--- src/rtl/ilp_pkg.sv ---
// shared types and constants for the 3x3 yuv smoothing filter
// no dependencies; imported by every rtl module except ilp_ram
package ilp_pkg;

  localparam int MAX_WIDTH  = 2048;
  localparam int MAX_HEIGHT = 4096;

  localparam int COL_W  = $clog2(MAX_WIDTH);
  localparam int ROW_W  = $clog2(MAX_HEIGHT);
  localparam int WID_W  = COL_W + 1;
  localparam int HGT_W  = ROW_W + 1;
  localparam int PIX_W  = 24;
  localparam int SMP_W  = 8;

  localparam int WIDTH_RST  = 640;
  localparam int HEIGHT_RST = 480;

  // queue between front and back, power of two
  localparam int QDEPTH = 4;
  localparam int QPTR_W = $clog2(QDEPTH);
  localparam int QCNT_W = $clog2(QDEPTH + 1);

  // kernel arithmetic: sum of nine samples plus rounding fits 12 bits
  localparam int SUM_W       = 12;
  localparam int ROUND_ADD   = 4;
  localparam int CROSS_SHIFT = 3;
  localparam int RECIP_W     = 12;
  localparam int RECIP_9     = 3641;
  localparam int RECIP_SHIFT = 15;

  // register map
  localparam int PADDR_W  = 4;
  localparam int PDATA_W  = 32;
  localparam int REG_IDX_W = 2;
  localparam logic [REG_IDX_W-1:0] REG_MODE   = 2'd0;
  localparam logic [REG_IDX_W-1:0] REG_WIDTH  = 2'd1;
  localparam logic [REG_IDX_W-1:0] REG_HEIGHT = 2'd2;

  typedef logic [PIX_W-1:0] pix_t;

  typedef struct packed {
    pix_t             px;
    pix_t             up1;
    pix_t             up2;
    logic [COL_W-1:0] col;
    logic [ROW_W-1:0] row;
    logic             emit;
    logic             last_col;
    logic             last_row;
    logic             border;
  } entry_t;

endpackage

--- src/rtl/ilp_back.sv ---
// back: shifts the 3x3 window, forms the kernel sums and sends up to four
// results per word through an output register; depends on ilp_pkg
module ilp_back (
  input  logic                      clk,
  input  logic                      rst,
  input  logic                      kernel_mode,
  input  ilp_pkg::entry_t           head,
  input  logic                      fifo_empty,
  output logic                      pop,
  output logic                      out_valid,
  input  logic                      out_ready,
  output logic [ilp_pkg::ROW_W-1:0] out_row,
  output logic [ilp_pkg::COL_W-1:0] out_col,
  output logic [ilp_pkg::SMP_W-1:0] luma_out,
  output logic [ilp_pkg::SMP_W-1:0] cb_out,
  output logic [ilp_pkg::SMP_W-1:0] cr_out,
  output logic                      run_last,
  output logic                      frame_done
);
  import ilp_pkg::*;

  localparam logic [1:0] RES_CENTRE = 2'd0;
  localparam logic [1:0] RES_RIGHT  = 2'd1;
  localparam logic [1:0] RES_BELOW  = 2'd2;
  localparam logic [1:0] RES_CORNER = 2'd3;
  localparam int         PROD_W     = SUM_W + RECIP_W;

  // win[row*3+col]: row 0 oldest line, col 2 newest column
  pix_t             win [9];
  logic [SUM_W-1:0] sum_next [3];
  logic [SUM_W-1:0] sum_q [3];
  pix_t             smooth;

  logic             cur_valid;
  logic [ROW_W-1:0] cur_row;
  logic [COL_W-1:0] cur_col;
  logic             cur_border;
  logic [3:0]       rem;
  logic [3:0]       rem_clr;
  logic [1:0]       sel;
  logic             emit_fire;
  logic             last_emit;

  logic [ROW_W-1:0] res_row;
  logic [COL_W-1:0] res_col;
  pix_t             res_pix;

  always_comb begin
    if (rem[0]) begin
      sel = RES_CENTRE;
    end else if (rem[1]) begin
      sel = RES_RIGHT;
    end else if (rem[2]) begin
      sel = RES_BELOW;
    end else begin
      sel = RES_CORNER;
    end
  end

  assign rem_clr   = rem & (rem - 1'b1);
  assign last_emit = (rem_clr == '0);
  assign emit_fire = cur_valid && (!out_valid || out_ready);
  assign pop       = !fifo_empty && (!cur_valid || (emit_fire && last_emit));

  // sums over the window as it will be after this word shifts in
  always_comb begin
    logic [SUM_W-1:0] s9;
    logic [SUM_W-1:0] s5;
    for (int p = 0; p < 3; p++) begin
      s9 = SUM_W'(win[1][8*p +: 8]) + SUM_W'(win[2][8*p +: 8])
         + SUM_W'(win[4][8*p +: 8]) + SUM_W'(win[5][8*p +: 8])
         + SUM_W'(win[7][8*p +: 8]) + SUM_W'(win[8][8*p +: 8])
         + SUM_W'(head.up2[8*p +: 8]) + SUM_W'(head.up1[8*p +: 8])
         + SUM_W'(head.px[8*p +: 8]);
      s5 = SUM_W'(win[2][8*p +: 8]) + SUM_W'(win[8][8*p +: 8])
         + SUM_W'(win[4][8*p +: 8]) + SUM_W'(head.up1[8*p +: 8])
         + SUM_W'({win[5][8*p +: 8], 2'b00});
      sum_next[p] = (kernel_mode ? s9 : s5) + SUM_W'(ROUND_ADD);
    end
  end

  // divide by nine as multiply by scaled reciprocal, or by eight as a shift
  always_comb begin
    logic [PROD_W-1:0] prod;
    for (int p = 0; p < 3; p++) begin
      prod = PROD_W'(sum_q[p]) * PROD_W'(RECIP_9);
      if (kernel_mode) begin
        smooth[8*p +: 8] = prod[RECIP_SHIFT +: SMP_W];
      end else begin
        smooth[8*p +: 8] = sum_q[p][CROSS_SHIFT +: SMP_W];
      end
    end
  end

  always_comb begin
    unique case (sel)
      RES_CENTRE: begin
        res_row = cur_row - 1'b1;
        res_col = cur_col - 1'b1;
        res_pix = cur_border ? win[4] : smooth;
      end
      RES_RIGHT: begin
        res_row = cur_row - 1'b1;
        res_col = cur_col;
        res_pix = win[5];
      end
      RES_BELOW: begin
        res_row = cur_row;
        res_col = cur_col - 1'b1;
        res_pix = win[7];
      end
      default: begin
        res_row = cur_row;
        res_col = cur_col;
        res_pix = win[8];
      end
    endcase
  end

  always_ff @(posedge clk) begin
    if (rst) begin
      for (int i = 0; i < 9; i++) begin
        win[i] <= '0;
      end
    end else if (pop) begin
      for (int i = 0; i < 3; i++) begin
        win[i*3]     <= win[i*3 + 1];
        win[i*3 + 1] <= win[i*3 + 2];
      end
      win[2] <= head.up2;
      win[5] <= head.up1;
      win[8] <= head.px;
    end
  end

  always_ff @(posedge clk) begin
    if (pop) begin
      for (int p = 0; p < 3; p++) begin
        sum_q[p] <= sum_next[p];
      end
      cur_row    <= head.row;
      cur_col    <= head.col;
      cur_border <= head.border;
      rem        <= {head.last_col & head.last_row, head.last_row, head.last_col, 1'b1};
    end else if (emit_fire) begin
      rem <= rem_clr;
    end
  end

  always_ff @(posedge clk) begin
    if (rst) begin
      cur_valid <= 1'b0;
    end else if (pop) begin
      cur_valid <= head.emit;
    end else if (emit_fire && last_emit) begin
      cur_valid <= 1'b0;
    end
  end

  always_ff @(posedge clk) begin
    if (rst) begin
      out_valid <= 1'b0;
    end else if (emit_fire) begin
      out_valid <= 1'b1;
    end else if (out_ready) begin
      out_valid <= 1'b0;
    end
  end

  always_ff @(posedge clk) begin
    if (emit_fire) begin
      out_row    <= res_row;
      out_col    <= res_col;
      luma_out   <= res_pix[7:0];
      cb_out     <= res_pix[15:8];
      cr_out     <= res_pix[23:16];
      run_last   <= last_emit;
      frame_done <= (sel == RES_CORNER);
    end
  end

endmodule

--- config.mk ---
export PLATFORM = sky130hd
export DESIGN_NAME = ilp_back
export DESIGN_NICKNAME = d
export VERILOG_FILES = /design/src/rtl/ilp_pkg.sv /design/src/rtl/ilp_back.sv
export SDC_FILE = /design/constraint.sdc
export NUM_CORES = 1
export LEC_CHECK = 0
export BUFFER_PORTS_ARGS = -buffer_cell sky130_fd_sc_hd__buf_4
export CORE_ASPECT_RATIO = 0.6
export CORE_MARGIN = 5
export CORE_UTILIZATION = 30
export CTS_BUF_LIST = sky130_fd_sc_hd__clkbuf_4
export CTS_CLUSTER_DIAMETER = 150
export CTS_CLUSTER_SIZE = 28
export DETAILED_ROUTE_END_ITERATION = 10
export GPL_TIMING_DRIVEN = 0
export PLACE_DENSITY = 0.54
export SLEW_MARGIN = 25
export SYNTH_ARGS = -nofsm -noshare
export SYNTH_HDL_FRONTEND = slang
export SYNTH_SLANG_ARGS = --single-unit
--- constraint.sdc ---
create_clock -name clk -period 8.1 [get_ports clk]
set_input_delay 1.215 -clock clk [delete_from_list [all_inputs] [get_ports clk]]
set_output_delay 1.215 -clock clk [all_outputs]
set_load 0.03 [all_outputs]
; Word level (Yosys, flattened, before mapping)
; Memory sizes are Yosys's and may differ from the RTL's.
; Index checks and enable logic that the tools add are counted.
[word_totals]
romBits = 0
elab_cells = 124
input_bits = 104
memories = 2
latch_bits = 0
register_bits = 79
ram_bits = 252
[classes]
muxes = 34
reduce_logical = 15
shift = 0
order_cmp = 0
n_addsub = 42
multipliers = 3
div = 0
n_bitwise = 11
eq_ne = 3
[mem_list]
columns = memory, depth, width, rd, rd_clocked_by_memory_dff, write_ports, line
row1 = win, 9, 24, 6, 0, 9, ilp_back.sv:29  ; pix_t win [9];
row2 = sum_q, 3, 12, 3, 0, 3, ilp_back.sv:31  ; logic [SUM_W-1:0] sum_q [3];
[ops]
columns = cell, n
row1 = $mux 24, 10
row2 = $add 12x8->12, 12
row3 = $pmux 24 s3, 1
row4 = $mul 12x12->23 const B, 3
row5 = $add 10x8->11, 6
row6 = $add 9x8->10, 6
row7 = $add 8x8->9, 6
row8 = $mux 12, 4
row9 = $add 11x10->12, 3
row10 = $add 11x8->12, 3
row11 = $add 12x3->12 const B, 3
row12 = $mux 8, 3
row13 = $sub 12x1->12 const B, 1
row14 = $mux 1, 11
row15 = $mux 11, 1
row16 = $sub 11x1->11 const B, 1
row17 = $or 1x1->1, 9
row18 = $mux 4, 2
row19 = $reduce_bool 2->1, 3
row20 = $and 4x4->4, 1
row21 = $eq 2x2->1 const B, 2
row22 = $logic_not 4->1, 1
row23 = $mux 2, 2
row24 = $reduce_or 2->1, 2
row25 = 7 further kinds, 12

; Longest topological paths before layout
; Gate-level depths: netlist (run 1).
; An unclocked memory read counts as a cell.
[depth]
word_depth = 11
ltp_mapped = 19

; Worst setup path after synthesis (run 1)
; Ideal clock, no wire load.
[synth_path]
path_kind = in2reg
startpoint = input out_ready
endpoint = memory win[0][100] (netlist bit) (enable)
setup_ns = 0.443
setup_slack_ns = 2.208
stages = 4
n_path_buf = 0
required_time_ns = 7.657
arrival_time_ns = 5.449
path_cell_list = nand2b_1 > nand2_1 > a21oi_2 > or2_2
[synth_rtl]
columns = item, line
row1 = start: declaration, ilp_back.sv:11  ; input logic out_ready,
row2 = end: declaration, ilp_back.sv:29

==> results of run 1 <==
==> final cells by class <==
type	count	area [µm²]
Sequential cell	259	7750
Multi-Input combinational cell	1489	15600
Antenna cell	6	15.0
Tap cell	1134	1420
Fill cell	8459	55300
Buffer	50	229
Clock inverter	2	23.8
Inverter	457	1720
Timing Repair Buffer	160	1320
Clock buffer	16	120
==> Yosys cell counts (4+ instances only) <==
cell type and count:
inv_1 455, fa_1 315, ha_1 281, edfxtp_1 256, and2_1 150, nor2_1 85
a21oi_1 70, nand2_1 66, o21ai_0 62, xor2_1 43, xnor2_1 37, clkbuf_1 31
a211oi_1 27, mux2i_1 27, o22ai_1 24, nand3_1 23, nor3_1 22, nor2b_1 21
a21o_1 14, nand2b_1 14, o21a_1 14, o221ai_1 14, o211ai_1 13, mux2_2 12
nor3b_1 10, or2_2 10, or3_1 10, o2111ai_1 8, o21bai_1 8, nand4_1 7
a221oi_1 6, a31oi_1 6, clkbuf_2 6, nor4_1 6, o31ai_1 6, buf_2 5
o22a_1 5, o41ai_1 5, a2bb2oi_1 4, and3_1 4, buf_4 4, nor4b_1 4
o211a_1 4
==> metrics by stage <==
step	setup slack [ns]	hold slack, ns	std cells
6_report	2.06	0.541	3573
5_1_grt	1.88	0.492	3568
4_1_cts	2.21	0.483	3567
3_5_place_dp	1.46	0.515	3549
3_3_place_gp	0.124	0.460	3542
2_1_floorplan	2.21	0.453	2255
==> placed cells by master, fill, tap and decap left out, types with 29 or more instances in the layout <==
master / n
and2_1: 150
edfxtp_1: 256
clkbuf_1: 29
o21ai_0: 62
a21oi_1: 70
nand2_1: 66
xnor2_1: 37
buf_4: 157
fa_1: 315
nor2_1: 85
xor2_1: 43
inv_1: 455
ha_1: 281
==> routing by layer <==
| layer | GRT usage, % | wire [µm] | part of all wire (%) | vias to the layer above |
|---|---|---|---|---|
| met5 | 0 | 0 | 0 | - |
| met4 | 2.47 | 1130 | 1.4 | 0 |
| met3 | 3.50 | 6610 | 8.4 | 50 |
| met2 | 23.4 | 30800 | 39 | 608 |
| met1 | 28.4 | 40400 | 51 | 8781 |
| li1 | - | - | - | 7892 |
==> worst paths after layout <==
check                           slack (ns)            to  cells past startpoint         from
worst min register to register        0.54     out_valid                      2    cur_valid
worst max register to register        2.06  sum_q[0][35]                     16  win[0][114]
worst min-delay path                  0.54     out_valid                      2    cur_valid
worst max-delay path                  2.06  sum_q[0][35]                     16  win[0][114]
==> cell families (layout without fill, tap and decap cells) <==
logic type,after synthesis,in the layout,synth area share (%)
AND/OR/NAND/NOR,447,447,9.60
flip-flops,259,259,30.7
adder cells (fa/ha/maj),597,597,38.9
XOR/XNOR,80,80,2.77
other,0,6,0
multiplexers,39,39,1.60
AO/OA/AOI/OAI,326,326,8.80
buffers and inverters,507,685,7.67
==> flip-flops by register name, indices dropped and copies added, names as in the netlist <==
register and cells:
cb_out 8, out_col 11, frame_done 1, sum_q 36, rem 4, out_row 12
luma_out 8, win 144, out_valid 1, run_last 1, cur_col 11, cur_border 1
cur_valid 1, cur_row 12, cr_out 8
==> worst reg2reg max path, stage by stage (launching register included) <==
cell and delay, ns:
edfxtp_1 0.66, fa_1 0.58, fa_1 0.46, fa_1 0.56, inv_1 0.07, fa_1 0.48
inv_1 0.07, ha_1 0.23, inv_1 0.08, fa_1 0.39, nor2b_1 0.19, o31a_1 0.24
o21a_1 0.14, o211ai_1 0.13, and4b_1 0.21, or4_1 0.55, o31ai_1 0.67
==> results.txt, run 1 <==
crit-path cells = fa_1 > fa_1 > fa_1 > inv_1 > fa_1 > inv_1 > ha_1 > inv_1 > fa_1 > nor2b_1 > o31a_1 > o21a_1 > o211ai_1 > and4b_1 > or4_1 > o31ai_1
maxcap violations = 0
CORE AREA = 83,500 µm²
RSZ-0062 raised after global routing = false
vias in the first global route = 17.8k
dominant cell type by area after synthesis = edfxtp_1
Die X = 385 µm
Synth Net Count = 2,955
vias per cell = 4.85
max incr delay on CP = 0.67 ns
Worst Setup End Kind = register
clock skew = 0.100 ns
H-tree depth = 1
drt total wl = 78,900 µm
Std-Cell Rows = 82
Post-CTS Setup Inserts = 0
Ys Warns = 0
DRT Pass-1 Iters = 6
initial detailed-routing violation count = 1,693
Worst-Skew Late Latency = 0.86 ns
Layout area overhead = 11.5%
Die H = 235 µm
synthesis-stage register bit count = 259
largest net degree at the start of global routing = 47
hold_buf cts = 0
synth top area cells = edfxtp_1 (30%), fa_1 (25%), ha_1 (14%)
drc violations = 0
CP arrival = 6.56 ns
Largest delay share family, worst path = adder cells
Mapped Cells = 2,255
PostCTS Resize Cnt = 0
Slew Limit Fails = 0
critical path required time = 8.62 ns
Achievable Freq = 166 MHz
cts bufs inserted = 13
TNS Setup = 0 ns
post-route cell area = 28,200 µm²
Crit path top cell by count = fa_1
Tightest Pin Transition = 1.17 ns
sequential area share after synthesis = 30.7%
Total GRT Usage = 17.3%
Final Util = 33.8%
Starting Density = 30.3%
crit path max-delay cell type = o31ai_1
total gr overflow = 0
CTS root buffer = clkbuf_4
ys async rst share = 0%
crit-path max FO = 4
Post-synth EDFFs = 256
top-area cell type share of the netlist area = 30.4%
Final setup viols = 0
layout cells sized above 1 = 9.49%
top_reg_cell synth = edfxtp_1
GP Congestion = 0.916
post-synthesis area per instance = 11.2 µm²
IO Port Bufs = 153
run status = finished, final reports clean
placed cell area = 28,000 µm²
global-route wire length before repair = 117,000 µm
I/O Pins = 155
Final Cycle Share = 74.5%
Worst-path clk slew = 0.35 ns
Slew headroom = 21.9%
final number of hold-violating endpoints = 0
initial antenna violation count = 10
Hold Crit Class = reg2reg
crit start category = register
Netlist cell types = 83
nets = 3,130
Post-DRT Antenna Nets = 0
CTS max path bufs = 3
CTS Sinks = 259
CTS tree = yes
Synth Cell Area = 25,300 µm²
area of the die = 90,400 µm²
Vias = 17.3k
post-layout min period = 6.04 ns
routed length per instance = 22.1 µm
CP bufs+invs = 3
Post-DP HPWL = 64,700 µm
CP Class = reg2reg
Power of run 1 is not shown: default switching activity piles up to over one toggle a cycle in this logic, so the estimate is an artifact.
==> run 2: changes to the inputs <==
--- a/config.mk
+++ b/config.mk
@@ -5,6 +5,7 @@
 export SDC_FILE = /design/constraint.sdc
 export NUM_CORES = 1
 export LEC_CHECK = 0
+export ABC_AREA = 1
 export BUFFER_PORTS_ARGS = -buffer_cell sky130_fd_sc_hd__buf_4
 export CORE_ASPECT_RATIO = 0.6
 export CORE_MARGIN = 5
@@ -14,7 +15,7 @@
 export CTS_CLUSTER_SIZE = 28
 export DETAILED_ROUTE_END_ITERATION = 10
 export GPL_TIMING_DRIVEN = 0
-export PLACE_DENSITY = 0.54
+export PLACE_DENSITY = 0.56
 export SLEW_MARGIN = 25
 export SYNTH_ARGS = -nofsm -noshare
 export SYNTH_HDL_FRONTEND = slang
==> constraint.sdc (replaced) <==
create_clock -name clk -period 5.5 [get_ports clk]
set_input_delay 0.825 -clock clk [delete_from_list [all_inputs] [get_ports clk]]
set_output_delay 0.825 -clock clk [all_outputs]
set_load 0.03 [all_outputs]
==> results.txt, run 2 <==
total gr overflow = 0
most frequent cells in the layout = inv_1 (655), nand2_1 (424), fa_1 (315)
Post-DP HPWL = 61,800 µm
Post-synth EDFFs = 256
RR Endpoint = cr_out[4]
maxcap violations = 0
critical path required time = 6.22 ns
H-tree depth = 1
max reg flops = 144
DP Worst Slack = 0.0707 ns
Total GRT Usage = 15.8%
I/O Pins = 155
top_reg_cell synth = edfxtp_1
CP arrival = 5.97 ns
synth top area cells = edfxtp_1 (29%), fa_1 (24%), ha_1 (13%)
ys async rst share = 0%
top-count cell post-synth = inv_1
largest net degree at the start of global routing = 64
crit-path max FO = 4
Layout area overhead = 10.8%
initial detailed-routing violation count = 1,715
area of the die = 94,500 µm²
Vias = 18.8k
Starting Density = 30.2%
Inst Count DP = 4,093
run status = finished, final reports clean
CTS max path bufs = 3
hold_buf cts = 0
Post-DRT Antenna Nets = 0
Std-Cell Rows = 84
Layout Cells excl Fill = 4,115
hold path startpoint = rst
CP Class = reg2reg
largest register by flop count = win
drt total wl = 75,200 µm
sequential area share after synthesis = 29.3%
Final setup viols = 0
Synth Net Count = 3,476
IO Port Bufs = 153
cts bufs inserted = 13
Final Cycle Share = 95.6%
most common cell after layout, fill and taps aside = inv_1
dominant cell type by area after synthesis = edfxtp_1
Slew Limit Fails = 0
RSZ-0062 raised after global routing = false
Die H = 240 µm
Synth Cell Area = 26,500 µm²
worst-case reg-to-reg path depth = 21
Die X = 394 µm
CTS tree = yes
Netlist cell types = 41
Hold Crit Class = in2reg
post-synthesis area per instance = 9.54 µm²
top-area cell type share of the netlist area = 29.0%
Ys Warns = 0
CTS Sinks = 259
post-layout min period = 5.26 ns
R2R setup slack = 0.24 ns
drc violations = 0
CP Launch Point = sum_q[0][27]
biggest regs = win x144, sum_q x36
final worst slack = 0.243 ns
nets = 3,649
routed length per instance = 18.3 µm
CORE AREA = 87,500 µm²
DRT Pass-1 Iters = 5
Tightest Pin Transition = 1.17 ns
CTS root buffer = clkbuf_4
vias in the first global route = 18.5k
synthesis-stage register bit count = 259
Fill cells = 9,011
crit start category = register
synth cell count leaders = inv_1 (656), nand2_1 (425), fa_1 (315)
Mapped Cells = 2,776
GP Congestion = 0.918
initial antenna violation count = 2
Achievable Freq = 190 MHz
global-route wire length before repair = 114,000 µm
Slew headroom = 21.7%
vias per cell = 4.58
clock skew = 0.0811 ns
Worst-path clk slew = 0.34 ns
Worst Setup End Kind = register
layout cells sized above 1 = 9.49%
R2R Path Start = sum_q[0][27]
final number of hold-violating endpoints = 0
Worst-Skew Late Latency = 0.81 ns
Worst Setup EP = cr_out[4]
run 2: per-layer routing:
metal / vias to the layer above / wire (µm) / part of all wire [%] / GRT usage (%)
met5: - / 12 / 0.016 / 0
met4: 2 / 1050 / 1.4 / 2.20
met3: 42 / 6170 / 8.2 / 2.82
met2: 657 / 29500 / 39 / 21.9
met1: 9082 / 38500 / 51 / 25.6
li1: 9051 / - / - / -
run 2: logic make-up (layout without fill, tap and decap cells):
kind of cell	after synthesis	count (layout)	share of synthesized area [%]
fa+ha+maj	596	596	37.1
compound gates	242	242	4.99
flops	259	259	29.3
mux	3	3	0.113
other cells	0	2	0
buf+inv	699	875	10.3
xor+xnor	62	62	2.05
simple gates	915	915	16.2
run 2: worst min-delay path by stage:
| stage | to | slack (ns) | cells past startpoint |
|---|---|---|---|
| 2_1_floorplan | cur_valid | 0.48 | 2 |
| 3_3_place_gp | out_valid | 0.48 | 2 |
| 3_5_place_dp | out_valid | 0.48 | 2 |
| 4_1_cts | out_valid | 0.12 | 2 |
| 5_1_grt | out_valid | 0.14 | 2 |
| 6_report | out_valid | 0.20 | 2 |
run 2: repair_timing:
action	4_1_cts	5_1_grt
setup endpoints to repair	0	1
buffers inserted	0	2
resized for setup	0	1
run 2: worst max-delay path, stage by stage (launching register included):
cell and delay [ns]:
edfxtp_1 0.60, inv_1 0.16, fa_1 0.50, inv_1 0.06, ha_1 0.31, inv_1 0.06
fa_1 0.49, inv_1 0.05, fa_1 0.49, inv_1 0.05, fa_1 0.50, inv_1 0.06
ha_1 0.33, nand2_1 0.11, a21oi_1 0.06, nor2_1 0.19, nor3_1 0.07, nor2_1 0.17
a21oi_1 0.10, o21ai_0 0.62, nand2_1 0.11, nand3_1 0.11
run 2: stage by stage:
stage | instance area (µm²) | setup TNS, ns | hold WS [ns] | utilization [%]
final | 29400 | 0 | 0.195 | 33.5
after global routing | 29300 | 0 | 0.138 | 33.5
after CTS | 29300 | 0 | 0.124 | 33.5
after detailed placement | 29200 | 0 | 0.482 | 33.3
after global placement | 29100 | -173.75 | 0.480 | 33.2
after floorplan | 26500 | 0 | 0.483 | -
run 2: area by class of cell:
cell class                      instances  area (µm²)  area share (%)
Clock buffer                           16         120           0.409
Antenna cell                            2        5.00          0.0171
Multi-Input combinational cell       1818       16000            54.6
Timing Repair Buffer                  158        1240            4.22
Buffer                                 40         254           0.865
Tap cell                             1161        1450            4.95
Inverter                              659        2480            8.44
Clock inverter                          2        25.0          0.0853
Sequential cell                       259        7750            26.4
Power of run 2 is left out for the same reason.
==> run 3: changes to the inputs <==
--- a/config.mk
+++ b/config.mk
@@ -5,7 +5,6 @@
 export SDC_FILE = /design/constraint.sdc
 export NUM_CORES = 1
 export LEC_CHECK = 0
-export ABC_AREA = 1
 export BUFFER_PORTS_ARGS = -buffer_cell sky130_fd_sc_hd__buf_4
 export CORE_ASPECT_RATIO = 0.6
 export CORE_MARGIN = 5
==> results.txt, run 3 (synthesis gave the netlist of run 1 again) <==
biggest regs = win x144, sum_q x36
R2R Path Start = sum_q[0][19]
final number of hold-violating endpoints = 0
Slew headroom = 20.2%
most frequent cells in the layout = inv_1 (454), fa_1 (315), ha_1 (281)
worst-case reg-to-reg path depth = 18
I/O Pins = 155
Worst Setup End Kind = register
crit path max-delay cell type = edfxtp_1
post-layout min period = 5.43 ns
drt total wl = 77,100 µm
critical path required time = 6.15 ns
crit start category = register
total gr overflow = 0
drc violations = 0
most common cell after layout, fill and taps aside = inv_1
area of the die = 90,400 µm²
Hold Path Depth = 2
run status = finished, final reports clean
Layout area overhead = 12.8%
Worst-path clk slew = 0.33 ns
layout cells sized above 1 = 11.3%
Achievable Freq = 184 MHz
routed length per instance = 21.4 µm
RR Endpoint = cb_out[5]
initial antenna violation count = 12
Post-DP HPWL = 63,100 µm
maxcap violations = 0
nets = 3,152
Total GRT Usage = 16.9%
largest register by flop count = win
vias in the first global route = 17.2k
TNS Setup = 0 ns
Hold EP = out_valid
CTS max path bufs = 3
crit-path max FO = 5
Slew Limit Fails = 0
R2R setup slack = 0.07 ns
Tightest Pin Transition = 1.20 ns
IO Port Bufs = 153
Largest delay share family, worst path = adder cells
hold_buf cts = 0
CP Class = reg2reg
Hold Crit Class = in2reg
CP arrival = 6.08 ns
DRT Pass-1 Iters = 5
Final Util = 34.2%
max reg flops = 144
GP Congestion = 0.915
CP bufs+invs = 5
max incr delay on CP = 0.53 ns
clock skew = 0.107 ns
crit-path cells = buf_4 > fa_1 > ha_1 > inv_1 > fa_1 > inv_1 > fa_1 > inv_1 > fa_1 > inv_1 > ha_1 > o21ai_1 > a221oi_1 > a311o_1 > o2bb2ai_2 > o21ai_1 > mux2_2 > a21oi_2
Post-DRT Antenna Nets = 0
Worst-Skew Late Latency = 0.87 ns
CTS Sinks = 259
Fill cells = 8,505
Final setup viols = 0
cts bufs inserted = 13
CTS tree = yes
Die X = 385 µm
vias per cell = 4.79
Std-Cell Rows = 82
hold path startpoint = rst
Final Cycle Share = 98.8%
CTS root buffer = clkbuf_4
H-tree depth = 1
largest net degree at the start of global routing = 43
global-route wire length before repair = 114,000 µm
CORE AREA = 83,500 µm²
initial detailed-routing violation count = 1,639
Die H = 235 µm
Starting Density = 30.3%
Vias = 17.2k
==> run 3: cell types whose count changed in the layout (fill, tap and decap cells not counted), sizes merged, moves of 23 or more <==
| cell | before | now |
|---|---|---|
| nand2 | 428 | 66 |
| inv | 660 | 458 |
| nor2 | 284 | 85 |
| and2 | 0 | 150 |
| nand3 | 129 | 23 |
| a21oi | 103 | 71 |
| a211oi | 0 | 29 |
| o21ai | 88 | 63 |
| clkbuf | 32 | 56 |
| mux2i | 3 | 27 |
| nand4 | 30 | 7 |
| o22ai | 1 | 24 |
==> run 3: how the worst max path moves through the flow <==
stage / start / to / slack, ns / cells after the start
6_report: sum_q[0][19] / cb_out[5] / 0.07 / 18
5_1_grt: sum_q[0][19] / cb_out[5] / -0.04 / 19
4_1_cts: sum_q[0][19] / cb_out[5] / 0.05 / 18
3_5_place_dp: head[69] / sum_q[0][35] / -0.57 / 19
3_3_place_gp: rem[2] / win[0][49] / -1.18 / 6
2_1_floorplan: head[45] / sum_q[0][34] / 0.18 / 18
==> run 3: per-stage QoR <==
| step | hold slack, ns | area [µm²] | instances | worst slack [ns] |
|---|---|---|---|---|
| 4_1_cts | 0.105 | 28300 | 3579 | 0.0479 |
| 5_1_grt | 0.0889 | 28500 | 3596 | -0.0357 |
| 6_report | 0.138 | 28500 | 3597 | 0.0687 |
| 2_1_floorplan | 0.474 | 25300 | 2255 | 0.179 |
| 3_3_place_gp | 0.489 | 27900 | 3542 | -1.18 |
| 3_5_place_dp | 0.495 | 28100 | 3552 | -0.566 |
==> run 3: worst reg2reg max path, cell delays in order (launching register included) <==
cell and delay, ns:
edfxtp_1 0.53, buf_4 0.21, fa_1 0.40, ha_1 0.33, inv_1 0.10, fa_1 0.49
inv_1 0.05, fa_1 0.49, inv_1 0.05, fa_1 0.47, inv_1 0.04, ha_1 0.31
o21ai_1 0.19, a221oi_1 0.16, a311o_1 0.45, o2bb2ai_2 0.21, o21ai_1 0.20, mux2_2 0.36
a21oi_2 0.24
==> run 3: per-layer routing <==
metal,global-route usage [%],vias to the layer above,wire (µm)
li1,-,7953,-
met1,27.7,8599,39200
met2,21.8,626,28800
met3,5.20,52,8100
met4,1.75,8,900
met5,0,-,55
==> run 3: what timing repair did <==
item | CTS | global route
setup buffers | 5 | 14
gates resized for setup | 6 | 19
endpoints found under the setup margin | 11 | 16
pin swaps | 0 | 5
==> run 3: layout make-up <==
cell class	count	area (µm²)	area share [%]
clock inverters	3	27.5	0.0965
multi-input cells	1489	15700	55.1
flip-flops and latches	259	7750	27.2
inverters	457	1720	6.01
plain buffers	50	230	0.807
repair buffers	182	1520	5.32
well taps	1134	1420	4.97
clock buffers	19	143	0.500
diodes	4	10.0	0.0351
Power of run 3 is left out for the same reason.
