**src/rtl/ilp_pkg.sv**
```systemverilog
// shared types and constants for the 3x3 yuv smoothing filter
// no dependencies; imported by every rtl module except ilp_ram
package ilp_pkg;

  localparam int MAX_WIDTH  = 2048;
  localparam int MAX_HEIGHT = 4096;

  localparam int COL_W  = $clog2(MAX_WIDTH);
  localparam int ROW_W  = $clog2(MAX_HEIGHT);
  localparam int WID_W  = COL_W + 1;
  localparam int HGT_W  = ROW_W + 1;
  localparam int PIX_W  = 24;
  localparam int SMP_W  = 8;

  localparam int WIDTH_RST  = 640;
  localparam int HEIGHT_RST = 480;

  // queue between front and back, power of two
  localparam int QDEPTH = 4;
  localparam int QPTR_W = $clog2(QDEPTH);
  localparam int QCNT_W = $clog2(QDEPTH + 1);

  // kernel arithmetic: sum of nine samples plus rounding fits 12 bits
  localparam int SUM_W       = 12;
  localparam int ROUND_ADD   = 4;
  localparam int CROSS_SHIFT = 3;
  localparam int RECIP_W     = 12;
  localparam int RECIP_9     = 3641;
  localparam int RECIP_SHIFT = 15;

  // register map
  localparam int PADDR_W  = 4;
  localparam int PDATA_W  = 32;
  localparam int REG_IDX_W = 2;
  localparam logic [REG_IDX_W-1:0] REG_MODE   = 2'd0;
  localparam logic [REG_IDX_W-1:0] REG_WIDTH  = 2'd1;
  localparam logic [REG_IDX_W-1:0] REG_HEIGHT = 2'd2;

  typedef logic [PIX_W-1:0] pix_t;

  typedef struct packed {
    pix_t             px;
    pix_t             up1;
    pix_t             up2;
    logic [COL_W-1:0] col;
    logic [ROW_W-1:0] row;
    logic             emit;
    logic             last_col;
    logic             last_row;
    logic             border;
  } entry_t;

endpackage

```
**src/rtl/ilp_fifo.sv**
```systemverilog
// short queue of classified words between the front and the back
// depends on ilp_pkg
module ilp_fifo (
  input  logic                      clk,
  input  logic                      rst,
  input  logic                      push,
  input  ilp_pkg::entry_t           push_data,
  input  logic                      pop,
  output ilp_pkg::entry_t           head,
  output logic                      empty,
  output logic [ilp_pkg::QCNT_W-1:0] count
);
  import ilp_pkg::*;

  entry_t              mem [QDEPTH];
  logic [QPTR_W-1:0]   wr_ptr;
  logic [QPTR_W-1:0]   rd_ptr;

  assign head  = mem[rd_ptr];
  assign empty = (count == '0);

  always_ff @(posedge clk) begin
    if (push) begin
      mem[wr_ptr] <= push_data;
    end
  end

  always_ff @(posedge clk) begin
    if (rst) begin
      wr_ptr <= '0;
      rd_ptr <= '0;
      count  <= '0;
    end else begin
      if (push) begin
        wr_ptr <= wr_ptr + 1'b1;
      end
      if (pop) begin
        rd_ptr <= rd_ptr + 1'b1;
      end
      case ({push, pop})
        2'b10:   count <= count + 1'b1;
        2'b01:   count <= count - 1'b1;
        default: count <= count;
      endcase
    end
  end

endmodule

```
**config.mk**
```make
export PLATFORM = sky130hd
export DESIGN_NAME = ilp_fifo
export DESIGN_NICKNAME = d
export VERILOG_FILES = /design/src/rtl/ilp_pkg.sv /design/src/rtl/ilp_fifo.sv
export SDC_FILE = /design/constraint.sdc
export NUM_CORES = 1
export LEC_CHECK = 0
export BUFFER_PORTS_ARGS = -buffer_cell sky130_fd_sc_hd__buf_4
export CORE_MARGIN = 1
export CORE_UTILIZATION = 45
export DETAILED_ROUTE_END_ITERATION = 10
export PLACE_DENSITY = 0.76
export SETUP_SLACK_MARGIN = 0.4
export SYNTH_ARGS = -nofsm -noshare
export SYNTH_HDL_FRONTEND = slang
export SYNTH_SLANG_ARGS = --single-unit
```
**constraint.sdc**
```tcl
create_clock -name clk -period 5.5 [get_ports clk]
set_clock_uncertainty 0.1 [all_clocks]
set_input_delay 0.55 -clock clk [delete_from_list [all_inputs] [get_ports clk]]
set_output_delay 0.55 -clock clk [all_outputs]
set_load 0.02 [all_outputs]
```
======== Word level (Yosys, flattened, before mapping) ========
Memories as Yosys holds them, arrays and structs flattened. A register that Yosys moved wholly into a read port is not among the register bits.
Index checks and enable logic that the tools add are counted.
storage, ports and cells
  memory bits (writable) .................. 396
  memories ................................ 1
  bits in latches ......................... 0
  bits in registers ....................... 7
  memory bits (read-only) ................. 0
operators by class
  equal/unequal tests ..................... 2
  div/mod/pow operators ................... 0
  $add $sub $neg .......................... 4
  shift operators ......................... 0
  reduce and logical (&&, ||, !) cells .... 2
  bitwise operators ....................... 0
  magnitude comparators ................... 0
  multipliers ............................. 0
  muxes and demuxes ....................... 5
memories
  name  words  width  rd ports  clocked after memory_dff  wr ports  line            source
  mem   4      99     1         1                         1         ilp_fifo.sv:15  entry_t mem [QDEPTH];
operator list
  operator             count
  $pmux 3 s2           1
  $add 2x1->2 const B  2
  $mux 2               2
  $add 3x1->3 const B  1
  $logic_not 3->1      1
  $sub 3x1->3 const B  1
  $eq 2x1->1 const B   1
  $eq 2x2->1 const B   1
  $mux 1               2
  $reduce_bool 2->1    1

======== Logic depth before layout (Yosys ltp) ========
Gate-level depths: netlist of the first run.
  depth in word-level cells ............... 3
  gate-level depth with buffers ........... 7
  gate-level depth less buffers ........... 7

======== Worst setup path before layout of the first run ========
No wires, ideal clock.
  path type ............................... input to register
  start point ............................. input push
  end point ............................... memory mem[0][0] (netlist bit) (enable)
  stages .................................. 1
  setup time .............................. 0.469 ns
  buffers on the path ..................... 0
  setup slack ............................. 2.095 ns
  data arrival time ....................... 2.837 ns
  data required time ...................... 4.931 ns
  cells stage by stage .................... and2_1
on the way
  cells in the longest elaborated chain, start to end .. 2
ends and longest elaborated chain
  what                          line            source
  start: declaration            ilp_fifo.sv:6   input logic push,
  $mux 1                        ilp_fifo.sv:23  if (push) begin
  $mux 1 (not written as such)  ilp_fifo.sv:24  mem[wr_ptr] <= push_data;
  end: declaration              ilp_fifo.sv:15
Every way passes these cells.

==> run summary, run 1 <==
===========================================================================
Min Tclk post-route ..........................................     3.360 ns
Root buf cell ................................................ sky130_fd_sc_hd__clkbuf_16
Avg Inst Size Synth ..........................................    26.07 µm²
Final setup fails ............................................            0
Count of fill cells added during filler insertion ............        2,338
Outcome ......................................................    completed
Highest-count cells in the layout ignoring fill and taps ..... sky130_fd_sc_hd__edfxtp_1, sky130_fd_sc_hd__buf_4, sky130_fd_sc_hd__mux4_2, sky130_fd_sc_hd__clkbuf_16, sky130_fd_sc_hd__clkinv_1
Die Area .....................................................  0.03334 mm²
Vert. Die Dim ................................................     182.6 µm
Via count of the first global-routing pass ...................        7,087
Via count ....................................................        6,534
Tcrit/Tclk final .............................................       0.6109
Pwr dens ..................................................... 386.9 mW/mm²
Final max-slew violation count ...............................            0
Final nets ...................................................          903
Worst slew slack as a fraction of its limit ..................       0.3068
Number of buffers added by the clock tree synthesis step .....           41
Final routed wirelength across all metal layers ..............     26.40 mm
Leading cell type in the layout, fill and taps excluded ...... sky130_fd_sc_hd__edfxtp_1
Remaining antenna violation count after routing ..............            0
Clock buffer depth ...........................................            3
Synth Instances ..............................................          563
Total Negative Setup Slacks ..................................         0 ns
Net count after synthesis ....................................          672
TritonCTS clock tree .........................................          yes
First-pass GRT wire length ...................................     40.49 mm
Delay-heaviest family, CP ....................................   flip-flops
Share of cells above drive strength 1 ........................       0.4531
Footprint of the multi-input gates ........................... 0.002461 mm²
Worst setup path category .................................... flip-flop to output port
Count of port buffers added during placement .................          205
HPWL after detailed placement ................................     15.01 mm
Worst vdd ir .................................................     305.8 µV
Sequential share of the synthesized area .....................       0.8224
Number of ports placed on the die boundary ...................          206
Floorplan row count ..........................................           65
P&R area growth vs syn .......................................       22.16%
Timing-limited maximum frequency .............................   0.2976 GHz
Final hold slack .............................................    0.1329 ns
Detailed-route wire length per cell ..........................     21.02 µm
Crit path buffers/inverters ..................................            2
Clock transition at the registers of the reported paths ......      0.06 ns
Critical path endpoint category ..............................  output port
Worst path max stage delay ...................................      0.98 ns
Max-capacitance violation count ..............................            0
Setup Buffers After CTS ......................................            0
Post-cts gate resize count ...................................            0
Type of the tightest min-delay check ......................... primary input to flip-flop
Pre-antenna DRT Iters ........................................            4
Critical Path Fanout Max .....................................           64
Synthesized area .............................................  0.01468 mm²
Flip-flop and latch count after synthesis ....................          405
Core outline area ............................................  0.03180 mm²
Cell Chain, Critical Path .................................... buf_4 > mux4_2 > buf_4
Pin slew with the least headroom to its limit ................     1.040 ns
Overall Power ................................................   0.006937 W
Final Hold Fails .............................................            0
Vias per Instance ............................................        5.202
End-of-flow core utilization .................................       0.5638
GRT overflow .................................................            0
Clock latency at the later pin of the worst-skew pair ........      0.51 ns
Effective utilization at floorplan ...........................       0.4616
H-tree Lvls ..................................................            2
DRC viols ....................................................            0
Top cell by count, worst path ................................ sky130_fd_sc_hd__buf_4
Initial antenna violation count ..............................            0
Category of the worst setup path launch point ................    flip-flop
Diodes inserted ..............................................            0
Die X-Extent .................................................     182.6 µm
Static power due to leakage ..................................     6.003 nW
CP Data Required Time ........................................      4.85 ns
Maximum number of pins on one net before global-route repair .          100
Clock Sink Count .............................................          405
CTS Hold Bufs ................................................            0
RSZ-0062 raised after global routing .........................           no
First DRT Iteration DRCs .....................................          430
Number of warnings issued by yosys ...........................            0
Global placement routability congestion ......................       0.7214
Total area of sequential cells ...............................  0.01208 mm²
Critical-path cell with the highest stage delay .............. sky130_fd_sc_hd__dfxtp_4
Total routing resource utilization after global routing ......       0.1612
Number of distinct library cells after synthesis .............           21
Critical path arrival ........................................      2.71 ns
===========================================================================
[cell type report]
type,count,area share
inverters,6,0.001256
well taps,435,0.03036
clock buffers,47,0.05904
clock inverters,23,0.009351
repair buffers,211,0.08904
multi-input cells,129,0.1373
flip-flops and latches,405,0.6737
[Yosys cell counts (all sizes together)]
library cell,number,area (µm²)
mux4,99,2230
dfxtp,9,180.2
nor2,8,30.03
buf,14,98.85
xnor2,2,17.52
xor2,3,26.28
fa,1,20.02
mux2i,1,10.01
ha,5,62.56
edfxtp,396,11890
o21ai,1,5.000
a21oi,2,10.01
nor3,1,5.000
clkbuf,9,33.78
nand2,1,3.750
inv,6,22.52
or3,1,6.260
and2,4,25.02
[cell families after synthesis]
logic type | share of synthesized area
compound gates | 0.001023
xor+xnor | 0.002984
fa+ha+maj | 0.005626
buf+inv | 0.01057
flops | 0.8224
mux | 0.1526
simple gates | 0.004773
[flip-flops by register name, summed over array words and instances (netlist names), named ones only]
register	cells
mem	396
count	3
rd_ptr	2
wr_ptr	2
[stage by stage]
| step | setup WS (ns) | instance area (µm²) | instances |
|---|---|---|---|
| 3_3_place_gp | 2.618 | 16700 | 1186 |
| 2_1_floorplan | 2.095 | 14680 | 563 |
| 4_1_cts | 2.041 | 17930 | 1256 |
| 3_5_place_dp | 2.590 | 16700 | 1186 |
| 6_report | 2.140 | 17930 | 1256 |
| 5_1_grt | 1.973 | 17930 | 1256 |
[per-layer routing]
layer | vias up | GRT usage | wire, µm
met5 | - | 0 | 0
li1 | 2867 | - | -
met3 | 38 | 0.04869 | 1908
met1 | 3445 | 0.2048 | 10740
met2 | 184 | 0.2722 | 13330
met4 | 0 | 0.03899 | 417
[report_power, final]
part           total, W  switching [W]  internal, W
registers       0.00360      0.0000498      0.00355
clock network   0.00255        0.00108      0.00147
logic          0.000791       0.000423     0.000369
total           0.00694        0.00155      0.00538
[worst paths after layout]
check,from,to,slack (ns),cells after the start
max,flip-flop,head[39],2.14,3
min,push_data[26],mem[0][26]$_DFFE_PP_,0.13,1
max reg2reg,wr_ptr[0]$_SDFFE_PP0P_,mem[3][80]$_DFFE_PP_,2.96,3
min reg2reg,rd_ptr[0]$_SDFFE_PP0P_,flip-flop,0.44,2
(Power assumes the default switching activity.)
==> run 2, diff against run 1 <==
--- a/config.mk
+++ b/config.mk
@@ -5,6 +5,7 @@
 export SDC_FILE = /design/constraint.sdc
 export NUM_CORES = 1
 export LEC_CHECK = 0
+export ABC_AREA = 1
 export BUFFER_PORTS_ARGS = -buffer_cell sky130_fd_sc_hd__buf_4
 export CORE_MARGIN = 1
 export CORE_UTILIZATION = 45
==> constraint.sdc (replaced) <==
create_clock -name clk -period 3.18 [get_ports clk]
set_clock_uncertainty 0.1 [all_clocks]
set_input_delay 0.318 -clock clk [delete_from_list [all_inputs] [get_ports clk]]
set_output_delay 0.318 -clock clk [all_outputs]
set_load 0.02 [all_outputs]
==> run 2 against run 1 <==
Combinational power grew 85%; highest routed layer unchanged; via count grew 45%; critical path depth up 2; synthesized area up 2.7%; worst setup slack worse by 1.6 ns; critical path type unchanged.
==> run summary, run 2 <==
===========================================================================
Leading register cell type out of synthesis .................. sky130_fd_sc_hd__edfxtp_1
Max-capacitance violation count ..............................            0   unchanged
Number of distinct library cells after synthesis .............           21   unchanged
DR WL met2 ...................................................     16.56 mm   +24%
DRC viols ....................................................            0   unchanged
Number of ports placed on the die boundary ...................          206   unchanged
Core outline area ............................................  0.03278 mm²   +3.1%
Total routed wire length on the met1 layer ...................     14.19 mm   +32%
Routed length on met3 ........................................     2.528 mm   +32%
Top routing layer in use .....................................         met4
GRT overflow .................................................            0   unchanged
Category of the worst setup path launch point ................    flip-flop
Cells taking the most area after synthesis ................... sky130_fd_sc_hd__edfxtp_1, sky130_fd_sc_hd__o21ai_0, sky130_fd_sc_hd__nor2_1
Maximum number of pins on one net before global-route repair .          199   +99%
Count leader, synth .......................................... sky130_fd_sc_hd__edfxtp_1
Critical Path Fanout Max .....................................           87   +36%
Worst slew slack as a fraction of its limit ..................       0.5303   +0.2234
Critical path endpoint category ..............................  output port
Total routing resource utilization after global routing ......       0.1912   +0.02997
Placed inst area .............................................  0.01702 mm²   +1.9%
Diodes inserted ..............................................            0   unchanged
Worst setup path category .................................... flip-flop to output port
Timing-limited maximum frequency .............................   0.3737 GHz
Final nets ...................................................        1,424   +58%
Synthesized area .............................................  0.01508 mm²   +2.7%
Floorplan row count ..........................................           66   +1.5%
Clock latency at the later pin of the worst-skew pair ........      0.53 ns   +0.02 ns
P&R area growth vs syn .......................................       27.80%
CP Data Required Time ........................................      2.76 ns   -2.09 ns
Fin cells ....................................................        1,783   +42%
Via count ....................................................        9,491   +45%
TritonCTS clock tree .........................................          yes
Outcome ......................................................    completed
Pwr dens ..................................................... 620.8 mW/mm²   +60%
Largest registers ............................................ mem (396), count (3)
Post-synth EDFFs .............................................          396   unchanged
Top cell by count, worst path ................................ sky130_fd_sc_hd__buf_4
Type of the tightest min-delay check ......................... primary input to flip-flop
Sequential share of the synthesized area .....................       0.8007   -0.02171
Final Hold Fails .............................................            0   unchanged
Avg Inst Size Synth ..........................................    14.87 µm²   -43%
Pre-antenna DRT Iters ........................................            5   +1
Final standard cell area without fillers .....................  0.01927 mm²   +7.5%
Initial antenna violation count ..............................            0   unchanged
Number of buffers added by the clock tree synthesis step .....           41   unchanged
Worst vdd ir .................................................     411.7 µV   +35%
HPWL after detailed placement ................................     17.42 mm   +16%
Flip-flop and latch count after synthesis ....................          405   unchanged
Via count of the first global-routing pass ...................        9,513   +34%
H-tree Lvls ..................................................            2   unchanged
Global placement routability congestion ......................       0.7220   about the same
Fraction of registers with async set/reset ...................            0   unchanged
Static power due to leakage ..................................     6.750 nW   +12%
Top post-synthesis cells by count ............................ sky130_fd_sc_hd__edfxtp_1, sky130_fd_sc_hd__nor2_1, sky130_fd_sc_hd__o21ai_0, sky130_fd_sc_hd__o22ai_1, sky130_fd_sc_hd__clkbuf_1
Critical-path cell with the highest stage delay .............. sky130_fd_sc_hd__clkinv_4
Critical path arrival ........................................      2.26 ns   -0.45 ns
Detailed-route wire length per cell ..........................     19.02 µm   -9.5%
Leading cell type in the layout, fill and taps excluded ...... sky130_fd_sc_hd__edfxtp_1
Pin slew with the least headroom to its limit ................    0.7046 ns   -0.3352 ns
Clock transition at the registers of the reported paths ......      0.06 ns   about the same
RSZ-0062 raised after global routing .........................           no
Cell Chain, Critical Path .................................... clkinv_4 > buf_4 > o21ai_1 > o22ai_1 > buf_4
First DRT Iteration DRCs .....................................          707   +64%
Total Negative Setup Slacks ..................................         0 ns   unchanged
Die X-Extent .................................................     185.0 µm   +1.3%
Final routed wirelength across all metal layers ..............     33.91 mm   +28%
Highest-count cells in the layout ignoring fill and taps ..... sky130_fd_sc_hd__edfxtp_1, sky130_fd_sc_hd__buf_4, sky130_fd_sc_hd__nor2_1, sky130_fd_sc_hd__o21ai_0, sky130_fd_sc_hd__dlygate4sd3_1
Top cell type's share of synthesized area ....................       0.7888   -0.02138
Worst path max stage delay ...................................      0.52 ns   -0.46 ns
Final max-slew violation count ...............................            0   unchanged
Worst setup slack after layout ...............................    0.5043 ns   -1.636 ns
Final setup fails ............................................            0   unchanged
Cell taking the most area after synthesis .................... sky130_fd_sc_hd__edfxtp_1
Share of cells above drive strength 1 ........................       0.2118   -0.2413
Count of port buffers added during placement .................          205   unchanged
Die Area .....................................................  0.03424 mm²   +2.7%
Min Tclk post-route ..........................................     2.676 ns
Vert. Die Dim ................................................     185.0 µm   +1.3%
Remaining antenna violation count after routing ..............            0   unchanged
Cell total after placement ...................................        1,613   +36%
Synth Instances ..............................................        1,014   +80%
Clock buffer depth ...........................................            3   unchanged
Tcrit/Tclk final .............................................       0.8414
Register containing the most flip-flops in the final layout ..          mem
Worst slack at placement .....................................    0.8137 ns   -1.776 ns
First-pass GRT wire length ...................................     50.05 mm   +24%
Root buf cell ................................................ sky130_fd_sc_hd__clkbuf_16
Vias per Instance ............................................        5.323   +2.3%
Effective utilization at floorplan ...........................       0.4599   -0.001727
Number of warnings issued by yosys ...........................            0   unchanged
Number of flip-flops under the largest register name .........          396   unchanged
Clock Sink Count .............................................          405   unchanged
Net count after synthesis ....................................        1,123   +67%
===========================================================================
-- run 2: cell count changes after synthesis, sizes merged, moves of 4 or more --
cell,previous run,this run
and2,4,0
o22ai,0,99
nor2,8,201
mux4,99,0
nand2,1,9
buf,14,24
inv,6,17
o21ai,1,204
clkbuf,9,40
-- run 2: cell type report --
type | count | area (µm²)
fillers | 2465 | 13520
flip-flops and latches | 405 | 12080
repair buffers | 322 | 2786
multi-input cells | 527 | 2552
clock buffers | 52 | 1110
well taps | 442 | 553.0
inverters | 18 | 95.09
clock inverters | 17 | 91.34
-- run 2: kinds of logic (layout without fill, tap and decap cells) --
family,after synthesis,count (layout),share of synthesized area
and+or+nand+nor,213,213,0.05336
buffers and inverters,82,409,0.02996
DFF,405,405,0.8007
AOI/OAI and AO/OA,308,308,0.1105
adders and majority gates,6,6,0.005478
-- run 2: worst max-delay path: cells and delay by family, from the launching register on --
family | cells | cell delay, ns
AO/OA/AOI/OAI | 2 | 0.22
buffers and inverters | 3 | 1.13
flip-flops | 1 | 0.36
-- run 2: per-layer routing --
layer,track usage,up-vias
met5,0,-
met4,0.05785,0
met3,0.04070,58
met2,0.3245,342
met1,0.2462,4670
li1,-,4421
-- run 2: what timing repair did --
| item | 4_1_cts | 5_1_grt |
|---|---|---|
| gates cloned | 0 | 1 |
| hold buffers | 100 | 0 |
| resized for setup | 1 | 3 |
| endpoints found under the hold margin | 397 | 0 |
| buffers inserted | 0 | 0 |
| setup endpoints to repair | 74 | 38 |
-- run 2: worst paths after layout --
kind	from	endpoint	slack, ns	cells after the start
worst max-delay path	flip-flop	head[66]	0.50	5
worst max register to register	wr_ptr[0]$_SDFFE_PP0P_	mem[0][39]$_DFFE_PP_	1.07	5
worst min-delay path	rst	count[2]$_SDFFE_PP0P_	0.04	4
worst min register to register	rd_ptr[1]$_SDFFE_PP0P_	flip-flop	0.33	1
-- run 2: power by group --
group,leakage [nW],switching [W],internal [W]
clock network,0.591,0.00189,0.00246
registers,3.71,0.0000512,0.00610
logic,2.45,0.000895,0.000565
total,6.75,0.00283,0.00913
-- run 2: per-stage QoR --
stage / total power (W) / hold WS, ns / util
after floorplan: 0.006991 / 0.3116 / -
after global placement: 0.007570 / 0.3233 / 0.5193
after detailed placement: 0.007605 / 0.3182 / 0.5193
after CTS: 0.01204 / 0.01355 / 0.5866
after global routing: 0.01238 / 0.07816 / 0.5877
final: 0.01196 / 0.03680 / 0.5877
==> run 3, diff against run 2 <==
--- a/config.mk
+++ b/config.mk
@@ -10,7 +10,7 @@
 export CORE_MARGIN = 1
 export CORE_UTILIZATION = 45
 export DETAILED_ROUTE_END_ITERATION = 10
-export PLACE_DENSITY = 0.76
+export PLACE_DENSITY = 0.78
 export SETUP_SLACK_MARGIN = 0.4
 export SYNTH_ARGS = -nofsm -noshare
 export SYNTH_HDL_FRONTEND = slang
==> constraint.sdc (replaced) <==
create_clock -name clk -period 2.27 [get_ports clk]
set_clock_uncertainty 0.1 [all_clocks]
set_input_delay 0.227 -clock clk [delete_from_list [all_inputs] [get_ports clk]]
set_output_delay 0.227 -clock clk [all_outputs]
set_load 0.02 [all_outputs]
==> run 3 against run 2 <==
Combinational power grew 75%; hold slack improved by 0.31 ns; first-iteration DRC count up 30%; sequential cell count is the same; utilization grew 4.9 points; routed wire length rose by 20%; clock-buffer cell count decreased by 1; largest cell class unchanged; largest power group unchanged; die area unchanged; sequential power is 40% higher; power increased by 51%; critical path depth rose by 1; global-route usage is 3.0 points higher; critical endpoint is now head[96]; the run now ends with setup timing left.
==> run summary, run 3 (same netlist as run 2, synthesis figures left out) <==
===========================================================================
Outcome ...................................................... finished with violations
Failing checks ............................................... setup timing
Pin slew with the least headroom to its limit ................    0.6191 ns   -0.08546 ns
Core outline area ............................................  0.03278 mm²   unchanged
Critical path arrival ........................................      1.98 ns   -0.28 ns
Clock buffer depth ...........................................            3   unchanged
Delay-heaviest family, CP .................................... buffers and inverters
Category of the worst setup path launch point ................    flip-flop
Global placement routability congestion ......................       0.7285   +0.90%
Die X-Extent .................................................     185.0 µm   unchanged
Initial antenna violation count ..............................            3   +3
Overall Power ................................................    0.01803 W   +51%
Vias per Instance ............................................        5.532   +3.9%
Internal power ...............................................    0.01378 W   +51%
Total Negative Setup Slacks ..................................  -0.03206 ns   -0.03206 ns
Share of cells above drive strength 1 ........................       0.2915   +0.07977
Total routed wire length on the met1 layer ...................     15.90 mm   +12%
Via count ....................................................       10,178   +7.2%
Worst path max stage delay ...................................      0.36 ns   -0.16 ns
Final standard cell area without fillers .....................  0.02086 mm²   +8.3%
Worst vdd ir .................................................     709.6 µV   +72%
Max-capacitance violation count ..............................            0   unchanged
Critical Path Fanout Max .....................................           34   -61%
Highest-count cells in the layout ignoring fill and taps ..... sky130_fd_sc_hd__edfxtp_1, sky130_fd_sc_hd__buf_4, sky130_fd_sc_hd__nor2_1, sky130_fd_sc_hd__o21ai_0, sky130_fd_sc_hd__dlygate4sd3_1
Routed length on met3 ........................................     3.901 mm   +54%
DRC viols ....................................................            0   unchanged
Hold Path Origin ............................................. push_data[16]
Register containing the most flip-flops in the final layout ..          mem
Final Hold Fails .............................................            0   unchanged
DR WL met2 ...................................................     20.00 mm   +21%
Number of buffers added by the clock tree synthesis step .....           41   unchanged
Clock Sink Count .............................................          405   unchanged
Effective utilization at floorplan ...........................       0.4599   unchanged
Worst setup slack after layout ...............................  -0.03206 ns   -0.5364 ns
Final setup fails ............................................            1   +1
Comb power frac ..............................................        0.142   +0.020
Final routed wirelength across all metal layers ..............     40.55 mm   +20%
Count of cells along the worst register-to-register path .....            4   -1
Critical path endpoint category ..............................  output port
Root buf cell ................................................ sky130_fd_sc_hd__clkbuf_16
TritonCTS clock tree .........................................          yes
Tcrit/Tclk final .............................................        1.014
Number of flip-flops under the largest register name .........          396   unchanged
Clock latency at the later pin of the worst-skew pair ........      0.52 ns   about the same
Worst slack at placement .....................................    0.4663 ns   -0.3474 ns
Largest registers ............................................ mem (396), count (3)
Placed inst area .............................................  0.01718 mm²   +0.93%
Switching power of the nets ..................................   0.004246 W   +50%
First DRT Iteration DRCs .....................................          916   +30%
Worst setup path category .................................... flip-flop to output port
Crit path buffers/inverters ..................................            4   +1
Vert. Die Dim ................................................     185.0 µm   unchanged
Maximum number of pins on one net before global-route repair .           82   -59%
Static power due to leakage ..................................     7.405 nW   +9.7%
Min Tclk post-route ..........................................     2.302 ns
Pwr dens ..................................................... 864.2 mW/mm²   +39%
CP Data Required Time ........................................      1.94 ns   -0.82 ns
Number of ports placed on the die boundary ...................          206   unchanged
H-tree Lvls ..................................................            2   unchanged
Top routing layer in use .....................................         met5
Endpoint of the most critical register-to-register path ...... mem[3][50]$_DFFE_PP_
Type of the tightest min-delay check ......................... primary input to flip-flop
Portion of total power attributed to sequential cells ........        0.479   -0.035
Worst hold endpoint .......................................... mem[0][16]$_DFFE_PP_
P&R area growth vs syn .......................................       38.38%
Critical-path cell with the highest stage delay .............. sky130_fd_sc_hd__dfxtp_4
Clock transition at the registers of the reported paths ......      0.06 ns   about the same
Slack of the worst reg-to-reg path ...........................      0.54 ns   -0.53 ns
Count of fill cells added during filler insertion ............        2,230   -9.5%
Worst slew slack as a fraction of its limit ..................       0.5872   +0.05698
First-pass GRT wire length ...................................     56.59 mm   +13%
Clock network fraction of design power .......................        0.379   +0.015
Timing-limited maximum frequency .............................   0.4344 GHz
FF-to-FF Start ............................................... wr_ptr[0]$_SDFFE_PP0P_
Remaining antenna violation count after routing ..............            0   unchanged
Final nets ...................................................        1,474   +3.5%
GRT overflow .................................................            0   unchanged
Floorplan row count ..........................................           66   unchanged
Logic depth of the worst path, buffers included ..............            6   +1
Sw Share .....................................................       0.2355   -0.001334
Total routing resource utilization after global routing ......       0.2207   +0.02955
Leading cell type in the layout, fill and taps excluded ...... sky130_fd_sc_hd__edfxtp_1
Detailed-route wire length per cell ..........................     22.04 µm   +16%
Die Area .....................................................  0.03424 mm²   unchanged
RSZ-0062 raised after global routing .........................          yes
Number of cells on the worst hold path .......................            2   -2
Pre-antenna DRT Iters ........................................            5   unchanged
Via count of the first global-routing pass ...................        9,989   +5.0%
HPWL after detailed placement ................................     18.25 mm   +4.7%
Count of port buffers added during placement .................          205   unchanged
Final max-slew violation count ...............................            0   unchanged
Final hold slack .............................................    0.3490 ns   +0.3122 ns
Cell Chain, Critical Path .................................... buf_12 > inv_16 > buf_16 > o21ai_0 > o22ai_1 > buf_4
===========================================================================
run 3: changes by cell type in the layout (fill, tap and decap cells not counted), sizes merged:
| cell | delta |
|---|---|
| dlygate4sd3 | +3 |
| diode | +2 |
| clkinvlp | -1 |
| clkbuf | +5 |
| bufbuf | +1 |
| inv | +2 |
| clkinv | +3 |
| buf | +36 |
| bufinv | +6 |
run 3: repair_timing:
item	4_1_cts	5_1_grt
setup endpoints to repair	99	100
resized for setup	66	117
buffers inserted	11	2
pin swaps	9	51
hold buffers	103	0
cloned	15	10
endpoints found under the hold margin	405	0
run 3: worst max path at each step:
stage                                      start                   to
final                                  flip-flop             head[96]
after global routing                   flip-flop             head[96]
after CTS                              flip-flop             head[61]
after detailed placement               flip-flop             head[34]
after global placement                 flip-flop             head[14]
after floorplan           wr_ptr[0]$_SDFFE_PP0P_  mem[0][0]$_DFFE_PP_
run 3: area by class of cell:
class                      count  area [µm²]  share of cell area
inverter                      18       111.4            0.005338
sequential                   405       12080              0.5791
antenna                        2       5.005           0.0002399
clock buffer                  51        1106             0.05302
multi-input combinational    527        2884              0.1382
timing repair inverter         4       50.05            0.002399
clock inverter                23       267.8             0.01283
tap                          442       553.0             0.02651
timing repair buffer         368        3804              0.1823
run 3: power groups by stage:
stage	clock network, W	registers, W	logic [W]
after floorplan	0	0.00878	0.00102
after global placement	0	0.00876	0.00187
after detailed placement	0	0.00878	0.00191
after CTS	0.00691	0.00862	0.00234
after global routing	0.00724	0.00866	0.00271
final	0.00683	0.00864	0.00256
run 3: per-stage QoR:
step                cells    util
finish               1840  0.6364
global route         1840  0.6364
CTS                  1826  0.6175
detailed placement   1623  0.5241
global placement     1623  0.5241
floorplan            1014       -
run 3: routing by layer:
metal  vias to the layer above  GRT usage
li1                       4552          -
met2                       566     0.3722
met5                         -          0
met3                        64    0.04915
met1                      4994     0.2884
met4                         2    0.05917
